[src/cpid_pkg.sv]
// ----------------------------------------------------------------------------
// cpid_pkg
// Shared types, register indexes and a helper function of the clamped PID
// controller.
// ----------------------------------------------------------------------------
package cpid_pkg;

    localparam int DERIV_OUT_LIMIT_DEF = 16384;

    localparam int CFG_IDX_W  = 3;
    localparam int CFG_DATA_W = 31;

    // Configuration register indexes.
    localparam logic [CFG_IDX_W-1:0] REG_PROP_GAIN       = 3'd0;
    localparam logic [CFG_IDX_W-1:0] REG_INTEG_GAIN      = 3'd1;
    localparam logic [CFG_IDX_W-1:0] REG_DERIV_GAIN      = 3'd2;
    localparam logic [CFG_IDX_W-1:0] REG_ERROR_LIMIT     = 3'd3;
    localparam logic [CFG_IDX_W-1:0] REG_INTEGRAL_LIMIT  = 3'd4;
    localparam logic [CFG_IDX_W-1:0] REG_PROP_OUT_LIMIT  = 3'd5;
    localparam logic [CFG_IDX_W-1:0] REG_INTEG_OUT_LIMIT = 3'd6;
    localparam logic [CFG_IDX_W-1:0] REG_TOTAL_OUT_LIMIT = 3'd7;

    // Integration step of 0.002 in Q0.16.
    localparam logic signed [16:0] ERR_STEP_Q16 = 17'sd131;

    typedef struct packed {
        logic               command;
        logic signed [15:0] error_in;
    } t_in_word;

    typedef struct packed {
        logic signed [15:0] drive;
        logic signed [15:0] prop_term;
        logic signed [15:0] integ_term;
        logic signed [15:0] deriv_term;
    } t_out_word;

    typedef struct packed {
        logic [15:0] prop_gain;
        logic [15:0] integ_gain;
        logic [15:0] deriv_gain;
        logic [14:0] error_limit;
        logic [30:0] integral_limit;
        logic [14:0] prop_out_limit;
        logic [14:0] integ_out_limit;
        logic [14:0] total_out_limit;
    } t_cfg;

    typedef enum logic [3:0] {
        ST_IDLE,
        ST_ERR,
        ST_STEP,
        ST_ACC,
        ST_PROP,
        ST_IHI,
        ST_ILO,
        ST_DERIV,
        ST_SUM
    } t_state;

    typedef enum logic [3:0] {
        OP_LOAD,
        OP_HOLD,
        OP_ERR,
        OP_STEP,
        OP_ACC,
        OP_PROP,
        OP_IHI,
        OP_ILO,
        OP_DERIV,
        OP_SUM
    } t_dp_op;

    typedef enum logic [2:0] {
        MUL_STEP,
        MUL_PROP,
        MUL_IHI,
        MUL_ILO,
        MUL_DERIV
    } t_mul_sel;

    typedef struct packed {
        t_dp_op   op;
        t_mul_sel mul_sel;
    } t_dp_cmd;

    typedef struct packed {
        logic clear;
        logic out_free;
    } t_dp_status;

    // Symmetric clamp of a signed value to +/-lim.
    function automatic logic signed [33:0] f_clamp(logic signed [33:0] v, logic [30:0] lim);
        logic signed [33:0] hi;
        logic signed [33:0] lo;
        hi = signed'({3'b000, lim});
        lo = -hi;
        if (v > hi) begin
            return hi;
        end else if (v < lo) begin
            return lo;
        end
        return v;
    endfunction

endpackage

[src/cpid_regs.sv]
// ----------------------------------------------------------------------------
// cpid_regs
// Configuration register file: gains and clamp limits, written one at a time.
// ----------------------------------------------------------------------------
module cpid_regs
    import cpid_pkg::*;
(
    input  logic                  i_clk,
    input  logic                  i_rst_n,
    input  logic                  i_cfg_wr_en,
    input  logic [CFG_IDX_W-1:0]  i_cfg_index,
    input  logic [CFG_DATA_W-1:0] i_cfg_data,
    output t_cfg                  o_cfg
);

    t_cfg r_cfg;

    always_ff @(posedge i_clk) begin
        if (!i_rst_n) begin
            r_cfg.prop_gain       <= '0;
            r_cfg.integ_gain      <= '0;
            r_cfg.deriv_gain      <= '0;
            r_cfg.error_limit     <= '1;
            r_cfg.integral_limit  <= '1;
            r_cfg.prop_out_limit  <= '1;
            r_cfg.integ_out_limit <= '1;
            r_cfg.total_out_limit <= '1;
        end else if (i_cfg_wr_en) begin
            unique case (i_cfg_index)
                REG_PROP_GAIN:       r_cfg.prop_gain       <= i_cfg_data[15:0];
                REG_INTEG_GAIN:      r_cfg.integ_gain      <= i_cfg_data[15:0];
                REG_DERIV_GAIN:      r_cfg.deriv_gain      <= i_cfg_data[15:0];
                REG_ERROR_LIMIT:     r_cfg.error_limit     <= i_cfg_data[14:0];
                REG_INTEGRAL_LIMIT:  r_cfg.integral_limit  <= i_cfg_data[30:0];
                REG_PROP_OUT_LIMIT:  r_cfg.prop_out_limit  <= i_cfg_data[14:0];
                REG_INTEG_OUT_LIMIT: r_cfg.integ_out_limit <= i_cfg_data[14:0];
                REG_TOTAL_OUT_LIMIT: r_cfg.total_out_limit <= i_cfg_data[14:0];
                default: ;
            endcase
        end
    end

    assign o_cfg = r_cfg;

endmodule

[src/cpid_ctrl.sv]
// ----------------------------------------------------------------------------
// cpid_ctrl
// Sequencer of one control step: issues datapath operations and multiplier
// operand selections one cycle at a time; ST_SUM waits for a free output.
// ----------------------------------------------------------------------------
module cpid_ctrl
    import cpid_pkg::*;
(
    input  logic       i_clk,
    input  logic       i_rst_n,
    input  logic       i_valid,
    output logic       o_stall,
    input  t_dp_status i_status,
    output t_dp_cmd    o_cmd
);

    t_state r_state;
    t_state n_state;

    always_ff @(posedge i_clk) begin
        if (!i_rst_n) begin
            r_state <= ST_IDLE;
        end else begin
            r_state <= n_state;
        end
    end

    always_comb begin
        n_state = r_state;
        unique case (r_state)
            ST_IDLE:  if (i_valid) n_state = ST_ERR;
            ST_ERR:   n_state = i_status.clear ? ST_SUM : ST_STEP;
            ST_STEP:  n_state = ST_ACC;
            ST_ACC:   n_state = ST_PROP;
            ST_PROP:  n_state = ST_IHI;
            ST_IHI:   n_state = ST_ILO;
            ST_ILO:   n_state = ST_DERIV;
            ST_DERIV: n_state = ST_SUM;
            ST_SUM:   if (i_status.out_free) n_state = ST_IDLE;
            default:  n_state = ST_IDLE;
        endcase
    end

    always_comb begin
        o_cmd.op      = OP_HOLD;
        o_cmd.mul_sel = MUL_STEP;
        o_stall       = 1'b1;
        unique case (r_state)
            ST_IDLE: begin
                o_cmd.op = OP_LOAD;
                o_stall  = 1'b0;
            end
            ST_ERR:   o_cmd.op = OP_ERR;
            ST_STEP: begin
                o_cmd.op      = OP_STEP;
                o_cmd.mul_sel = MUL_STEP;
            end
            ST_ACC: begin
                o_cmd.op      = OP_ACC;
                o_cmd.mul_sel = MUL_PROP;
            end
            ST_PROP: begin
                o_cmd.op      = OP_PROP;
                o_cmd.mul_sel = MUL_IHI;
            end
            ST_IHI: begin
                o_cmd.op      = OP_IHI;
                o_cmd.mul_sel = MUL_ILO;
            end
            ST_ILO: begin
                o_cmd.op      = OP_ILO;
                o_cmd.mul_sel = MUL_DERIV;
            end
            ST_DERIV: o_cmd.op = OP_DERIV;
            ST_SUM:   o_cmd.op = i_status.out_free ? OP_SUM : OP_HOLD;
            default:  o_cmd.op = OP_HOLD;
        endcase
    end

endmodule

[src/cpid_dp.sv]
// ----------------------------------------------------------------------------
// cpid_dp
// Datapath: one shared 17 x 18 signed multiplier, the controller history,
// term registers and the output word register.
// ----------------------------------------------------------------------------
module cpid_dp
    import cpid_pkg::*;
#(
    parameter int DERIV_OUT_LIMIT = DERIV_OUT_LIMIT_DEF
) (
    input  logic       i_clk,
    input  logic       i_rst_n,
    input  t_cfg       i_cfg,
    input  t_in_word   i_in_word,
    input  t_dp_cmd    i_cmd,
    output t_dp_status o_status,
    output logic       o_valid,
    input  logic       i_stall,
    output t_out_word  o_out_word
);

    localparam logic [30:0] DERIV_LIM = 31'(DERIV_OUT_LIMIT);

    // Controller history.
    logic signed [31:0] r_integ;
    logic signed [15:0] r_prev;

    // Working registers of the current step.
    logic               r_cmd;
    logic signed [15:0] r_err_in;
    logic signed [16:0] r_e;
    logic signed [17:0] r_diff;
    logic signed [34:0] r_prod;
    logic signed [32:0] r_ihi;
    logic signed [15:0] r_p;
    logic signed [15:0] r_i;
    logic signed [15:0] r_d;
    logic               r_out_valid;
    t_out_word          r_out;

    logic signed [16:0] mul_a;
    logic signed [17:0] mul_b;
    logic signed [34:0] product;
    logic signed [33:0] e_cl;
    logic signed [33:0] acc_cl;
    logic signed [33:0] p_cl;
    logic signed [48:0] i_full;
    logic signed [33:0] i_cl;
    logic signed [33:0] d_cl;
    logic signed [17:0] sum;
    logic signed [33:0] sum_cl;
    logic               out_free;

    assign out_free = !r_out_valid || !i_stall;
    assign o_status.clear    = r_cmd;
    assign o_status.out_free = out_free;

    always_comb begin
        mul_a = signed'({1'b0, i_cfg.prop_gain});
        mul_b = 18'(r_e);
        unique case (i_cmd.mul_sel)
            MUL_STEP: begin
                mul_a = ERR_STEP_Q16;
                mul_b = 18'(r_e);
            end
            MUL_PROP: begin
                mul_a = signed'({1'b0, i_cfg.prop_gain});
                mul_b = 18'(r_e);
            end
            MUL_IHI: begin
                mul_a = signed'({1'b0, i_cfg.integ_gain});
                mul_b = 18'(signed'(r_integ[31:16]));
            end
            MUL_ILO: begin
                mul_a = signed'({1'b0, i_cfg.integ_gain});
                mul_b = signed'({2'b00, r_integ[15:0]});
            end
            MUL_DERIV: begin
                mul_a = signed'({1'b0, i_cfg.deriv_gain});
                mul_b = r_diff;
            end
            default: begin
                mul_a = '0;
                mul_b = '0;
            end
        endcase
    end

    assign product = 35'(mul_a) * 35'(mul_b);

    assign e_cl   = f_clamp(34'(r_err_in), {16'b0, i_cfg.error_limit});
    assign acc_cl = f_clamp(34'(r_integ) + 34'(r_prod), i_cfg.integral_limit);
    assign p_cl   = f_clamp(34'(signed'(r_prod[34:16])), {16'b0, i_cfg.prop_out_limit});
    // Integral term: the product was formed from the upper and lower halves
    // of the accumulator, so the two partial products are joined here.
    assign i_full = (49'(r_ihi) <<< 16) + signed'({16'b0, r_prod[32:0]});
    assign i_cl   = f_clamp(34'(signed'(i_full[48:32])), {16'b0, i_cfg.integ_out_limit});
    assign d_cl   = f_clamp(34'(signed'(r_prod[34:16])), DERIV_LIM);
    assign sum    = 18'(r_p) + 18'(r_i) + 18'(r_d);
    assign sum_cl = f_clamp(34'(sum), {16'b0, i_cfg.total_out_limit});

    always_ff @(posedge i_clk) begin
        r_prod <= product;
        unique case (i_cmd.op)
            OP_LOAD: begin
                r_cmd    <= i_in_word.command;
                r_err_in <= i_in_word.error_in;
            end
            OP_ERR: begin
                r_e <= e_cl[16:0];
                r_p <= '0;
                r_i <= '0;
                r_d <= '0;
            end
            OP_STEP:  r_diff <= 18'(r_e) - 18'(r_prev);
            OP_IHI:   r_ihi  <= r_prod[32:0];
            OP_PROP:  r_p    <= p_cl[15:0];
            OP_ILO:   r_i    <= i_cl[15:0];
            OP_DERIV: r_d    <= d_cl[15:0];
            OP_SUM: begin
                r_out.drive      <= sum_cl[15:0];
                r_out.prop_term  <= r_p;
                r_out.integ_term <= r_i;
                r_out.deriv_term <= r_d;
            end
            OP_HOLD, OP_ACC: ;
            default: ;
        endcase
    end

    always_ff @(posedge i_clk) begin
        if (!i_rst_n) begin
            r_integ     <= '0;
            r_prev      <= '0;
            r_out_valid <= 1'b0;
        end else begin
            if (i_cmd.op == OP_ERR && r_cmd) begin
                r_integ <= '0;
                r_prev  <= '0;
            end else if (i_cmd.op == OP_ACC) begin
                r_integ <= acc_cl[31:0];
                r_prev  <= r_e[15:0];
            end
            if (i_cmd.op == OP_SUM) begin
                r_out_valid <= 1'b1;
            end else if (!i_stall) begin
                r_out_valid <= 1'b0;
            end
        end
    end

    assign o_valid    = r_out_valid;
    assign o_out_word = r_out;

endmodule

[src/clamped_pid_controller.sv]
// ----------------------------------------------------------------------------
// clamped_pid_controller
// Positional PID controller with a symmetric clamp on the error, the integral,
// each term and the summed drive.
//
//   Channel   Handshake           Payload            Direction
//   input     i_valid / o_stall   i_in_word          into the block
//   output    o_valid / i_stall   o_out_word         out of the block
//   config    i_cfg_wr_en         i_cfg_index/data   into the block
//
// A compute word steps through ST_ERR, ST_STEP, ST_ACC, ST_PROP, ST_IHI,
// ST_ILO and ST_DERIV to ST_SUM, which writes the result register; a clear
// word goes from ST_ERR to ST_SUM. ST_IDLE then takes the next word. The
// sequence is set by the single shared multiplier, used five times per step,
// with the integral product split in two 16-bit halves. Reset is synchronous;
// the history and the output valid clear at once. While a result waits under
// stall, the next word is accepted and worked until its result is ready.
// ----------------------------------------------------------------------------
module clamped_pid_controller
    import cpid_pkg::*;
#(
    parameter int DERIV_OUT_LIMIT = DERIV_OUT_LIMIT_DEF
) (
    input  logic                  i_clk,
    input  logic                  i_rst_n,
    input  logic                  i_valid,
    output logic                  o_stall,
    input  t_in_word              i_in_word,
    output logic                  o_valid,
    input  logic                  i_stall,
    output t_out_word             o_out_word,
    input  logic                  i_cfg_wr_en,
    input  logic [CFG_IDX_W-1:0]  i_cfg_index,
    input  logic [CFG_DATA_W-1:0] i_cfg_data
);

    t_cfg       cfg;
    t_dp_cmd    dp_cmd;
    t_dp_status dp_status;

    cpid_regs u_regs (
        .i_clk       (i_clk),
        .i_rst_n     (i_rst_n),
        .i_cfg_wr_en (i_cfg_wr_en),
        .i_cfg_index (i_cfg_index),
        .i_cfg_data  (i_cfg_data),
        .o_cfg       (cfg)
    );

    cpid_ctrl u_ctrl (
        .i_clk    (i_clk),
        .i_rst_n  (i_rst_n),
        .i_valid  (i_valid),
        .o_stall  (o_stall),
        .i_status (dp_status),
        .o_cmd    (dp_cmd)
    );

    cpid_dp #(
        .DERIV_OUT_LIMIT (DERIV_OUT_LIMIT)
    ) u_dp (
        .i_clk      (i_clk),
        .i_rst_n    (i_rst_n),
        .i_cfg      (cfg),
        .i_in_word  (i_in_word),
        .i_cmd      (dp_cmd),
        .o_status   (dp_status),
        .o_valid    (o_valid),
        .i_stall    (i_stall),
        .o_out_word (o_out_word)
    );

endmodule

[config.mk]
export PLATFORM = sky130hd
export DESIGN_NAME = clamped_pid_controller
export DESIGN_NICKNAME = d
export VERILOG_FILES = /design/src/cpid_pkg.sv /design/src/cpid_regs.sv /design/src/cpid_ctrl.sv /design/src/cpid_dp.sv /design/src/clamped_pid_controller.sv
export SDC_FILE = /design/constraint.sdc
export NUM_CORES = 2
export LEC_CHECK = 0
export BUFFER_PORTS_ARGS = -buffer_cell sky130_fd_sc_hd__buf_2
export CAP_MARGIN = 0
export CORE_MARGIN = 2
export CORE_UTILIZATION = 65
export CTS_CLUSTER_SIZE = 28
export DETAILED_ROUTE_END_ITERATION = 8
export MAX_ROUTING_LAYER = met4
export PLACE_DENSITY = 0.92
export SETUP_SLACK_MARGIN = 0.15
export SYNTH_ARGS = -nofsm -noshare
export SYNTH_HDL_FRONTEND = slang
export SYNTH_HIERARCHICAL = 1
export SYNTH_SLANG_ARGS = --single-unit
[constraint.sdc]
create_clock -name i_clk -period 9 [get_ports i_clk]
set_clock_uncertainty 0.2 [all_clocks]
set_input_delay 1.8 -clock i_clk [delete_from_list [all_inputs] [get_ports i_clk]]
set_output_delay 1.8 -clock i_clk [all_outputs]
set_load 0.005 [all_outputs]
==> impl_metrics.json <==
{
  "p_clk_frac": 0.220,
  "hold-path-endpoint": "u_dp/r_prev[2]",
  "synthArstFlopShare": 0,
  "tightest_slew_ns": 1.34,
  "final_nets": 5223,
  "io_buffer_count": 121,
  "status": "complete, no violations",
  "hold_viol": 0,
  "relSlewSlack": 0.103,
  "yosys.area.top_type_share": 0.156,
  "period_minus_slack_ns": 8.38,
  "arrival_ns": 8.65,
  "powerDensity_mw_per_mm2": 225,
  "firstDrtPassIters": 8,
  "cts_root_buffer": "clkbuf_16",
  "startpoint_type": "register",
  "drive_gt1_frac": 0.0778,
  "dp_hpwl_mm": 89.0,
  "drv_slew": 0,
  "timing.rr.start": "u_ctrl/r_state[0]",
  "grt_pass1_vias": 33200,
  "grt.total_usage": 0.377,
  "cp_slowest_cell": "a31oi_1",
  "worstHoldStart": "u_dp/r_prev[2]",
  "register_area_mm2": 0.0105,
  "routed_wl_mm": 116,
  "place.gp.congestion": 1.03,
  "drtAntennaViolNets": 0,
  "grt_overflow": 0,
  "core_area_mm2": 0.0614,
  "synth.avg_cell_area_um2": 9.17,
  "max-cap-violations": 0,
  "dieHeight_um": 252,
  "syn-num-nets": 5165,
  "busiest_layer": "met2",
  "p_comb_frac": 0.512,
  "worstHoldPathCells": 2,
  "grt_max_degree": 89,
  "rsz0062_at_grt": "false",
  "cp-end-kind": "register",
  "numCtsBuffers": 49,
  "clock_path_buffers": 3,
  "hold_buffers": 0,
  "fp-row-count": 91,
  "cts_sinks": 424,
  "placed_cells": 5169,
  "grtUsageMet3": 0.0922,
  "synth.largest_area_cell": "fa_1",
  "crit_path_max_incr_delay_ns": 0.66,
  "grt_use_met2": 0.577,
  "cts_tree": "done",
  "cp_max_fo": 18,
  "mostFrequentLayoutCells": "inv_1, ha_1, nand2_1, nor2_1, fa_1",
  "final_common_cell": "inv_1",
  "crit_type": "reg -> reg",
  "antenna_found_initial": 3,
  "synth_area_leaders": "fa_1, edfxtp_1, ha_1, dfxtp_1, inv_1",
  "switchingPower_mw": 4.19,
  "dieWidth_um": 252,
  "htreeDepth": 2,
  "grt_pass1_wl_mm": 182,
  "synth-main-ff-cell": "dfxtp_1",
  "setup_viol": 0,
  "synth-seq-area-share": 0.261,
  "yosys_register_bits": 424,
  "synth_area_mm2": 0.0401,
  "required_ns": 9.28,
  "r2r_setup_slack_ns": 0.62,
  "finalNonFillerCells": 5266,
  "dr_total_vias": 33300,
  "ioPinCount": 122,
  "fin_setup_tns_ns": 0,
  "synthCells": 4375,
  "power_frac_seq": 0.268,
  "r2r-end": "u_dp/r_prod[34]",
  "clk_pin_slew_ns": 0.06,
  "drt_iter0_markers": 3249,
  "ir_drop_mv": 0.172,
  "swShare": 0.431,
  "ys_warn_count": 6,
  "ys_types": 100,
  "drc": 0,
  "viasPerCell": 6.33,
  "filler_cell_count": 4422,
  "intPower_mw": 5.54,
  "use_met1": 0.456,
  "hold_path_class": "reg -> reg",
  "reg2reg_depth": 27,
  "initial_core_util": 0.654,
  "wl_per_cell_um": 22.1,
  "synth_edf_count": 197,
  "clk_latency_ns": 0.61,
  "die_area_mm2": 0.0637,
  "p_leak_nw": 20.4,
  "fmax_mhz": 119,
  "multiInputGateArea_mm2": 0.0270,
  "synthToLayoutAreaGrowth_pct": 7.92,
  "finalCritPeriodShare": 0.931
}
-- per-layer routing --
metal	wire length [um]	part of all wire	vias up
met5	0	0	-
met4	8070	0.069	0
met3	12100	0.10	509
met2	51800	0.45	1764
met1	44300	0.38	15900
li1	-	-	15100
-- what timing repair did --
| action | 4_1_cts | 5_1_grt |
|---|---|---|
| gates resized for setup | 0 | 5 |
| buffers inserted | 0 | 3 |
| endpoints found under the setup margin | 0 | 10 |
-- flip-flops by register name, summed over array words and instances, names as in the netlist --
signal	count
u_regs/o_cfg	139
u_dp/o_out_word	64
u_dp/r_prod	35
u_dp/r_ihi	33
u_dp/r_integ	32
u_dp/r_diff	18
u_dp/r_e	17
u_dp/r_d	16
u_dp/r_err_in	16
u_dp/r_i	16
u_dp/r_p	16
u_dp/r_prev	16
u_ctrl/r_state	4
u_dp/o_valid	1
u_dp/r_cmd	1
-- critical path: cells and delay by family, from the launching register on --
family	cells	cell delay, ns
AO/OA/AOI/OAI	7	2.19
XOR/XNOR	1	0.14
adder cells (fa/ha/maj)	7	3.01
buffers and inverters	5	0.55
flip-flops	1	0.52
multiplexers	1	0.23
AND/OR/NAND/NOR	6	1.37
-- layout make-up --
type	count	share of cell area
antenna	3	0.000173
clock buffer	70	0.0335
clock inverter	21	0.00668
inverter	523	0.0453
multi-input combinational	3249	0.625
sequential	424	0.242
tap	790	0.0228
timing repair buffer	186	0.0254
-- cell families (layout without fill, tap and decap cells) --
family / after synthesis / count (layout) / share of synthesized area
DFF: 424 / 424 / 0.261
buffers and inverters: 702 / 800 / 0.0681
AOI/OAI and AO/OA: 782 / 782 / 0.127
other: 0 / 3 / 0
muxes: 210 / 210 / 0.0531
and+or+nand+nor: 1343 / 1343 / 0.164
adders and majority gates: 734 / 734 / 0.287
xor gates and xnor gates: 180 / 180 / 0.0395
-- synthesized netlist by cell type, drive strengths merged (6+ instances only) --
library cell / number
nor3: 90
nand4: 65
edfxtp: 197
nand3: 104
nor2b: 164
and4: 10
a31oi: 27
a21oi: 217
a22oi: 18
xnor2: 141
or3: 42
clkbuf: 138
o21bai: 18
a2111oi: 12
xor2: 39
a31o: 8
and3: 26
o22a: 12
fa: 312
nand2: 371
a21boi: 9
nand2b: 30
o22ai: 11
a21o: 109
a211oi: 37
o21ai: 160
o211ai: 35
inv: 522
mux2: 23
o31ai: 23
nor4: 30
o21a: 33
nand4b: 6
nor3b: 8
nor2: 320
mux2i: 187
and2: 53
buf: 41
ha: 422
dfxtp: 227
-- power groups by stage --
stage	registers [mW]	clock network, mW	logic [mW]
after floorplan	2.46	0	3.64
after global placement	2.62	0	4.62
after detailed placement	2.62	0	4.83
after CTS	2.58	2.16	4.89
after global routing	2.61	2.24	5.51
final	2.61	2.14	4.99
-- how the worst max path moves through the flow --
stage	startpoint	endpoint	cells past startpoint
6_report	u_ctrl/r_state[0]	u_dp/r_prod[34]	27
5_1_grt	u_ctrl/r_state[0]	u_dp/r_prod[33]	26
4_1_cts	u_ctrl/r_state[1]	u_dp/r_prod[34]	26
3_5_place_dp	u_ctrl/r_state[1]	u_dp/r_prod[34]	26
3_3_place_gp	u_ctrl/r_state[1]	u_dp/r_prod[34]	26
2_1_floorplan	u_ctrl/r_state[3]	u_dp/r_prod[34]	29
-- stage by stage --
stage	instance area, um^2	hold slack [ns]	utilization	setup WS, ns	power [mW]
global placement	41500	0.243	0.676	0.771	7.24
CTS	43200	0.257	0.705	0.442	9.62
global route	43300	0.277	0.705	0.162	10.4
detailed placement	41500	0.246	0.676	0.505	7.45
floorplan	40100	0.212	-	1.06	6.10
finish	43300	0.257	0.706	0.624	9.73
Note: power is estimated with default switching activity, not from simulation.
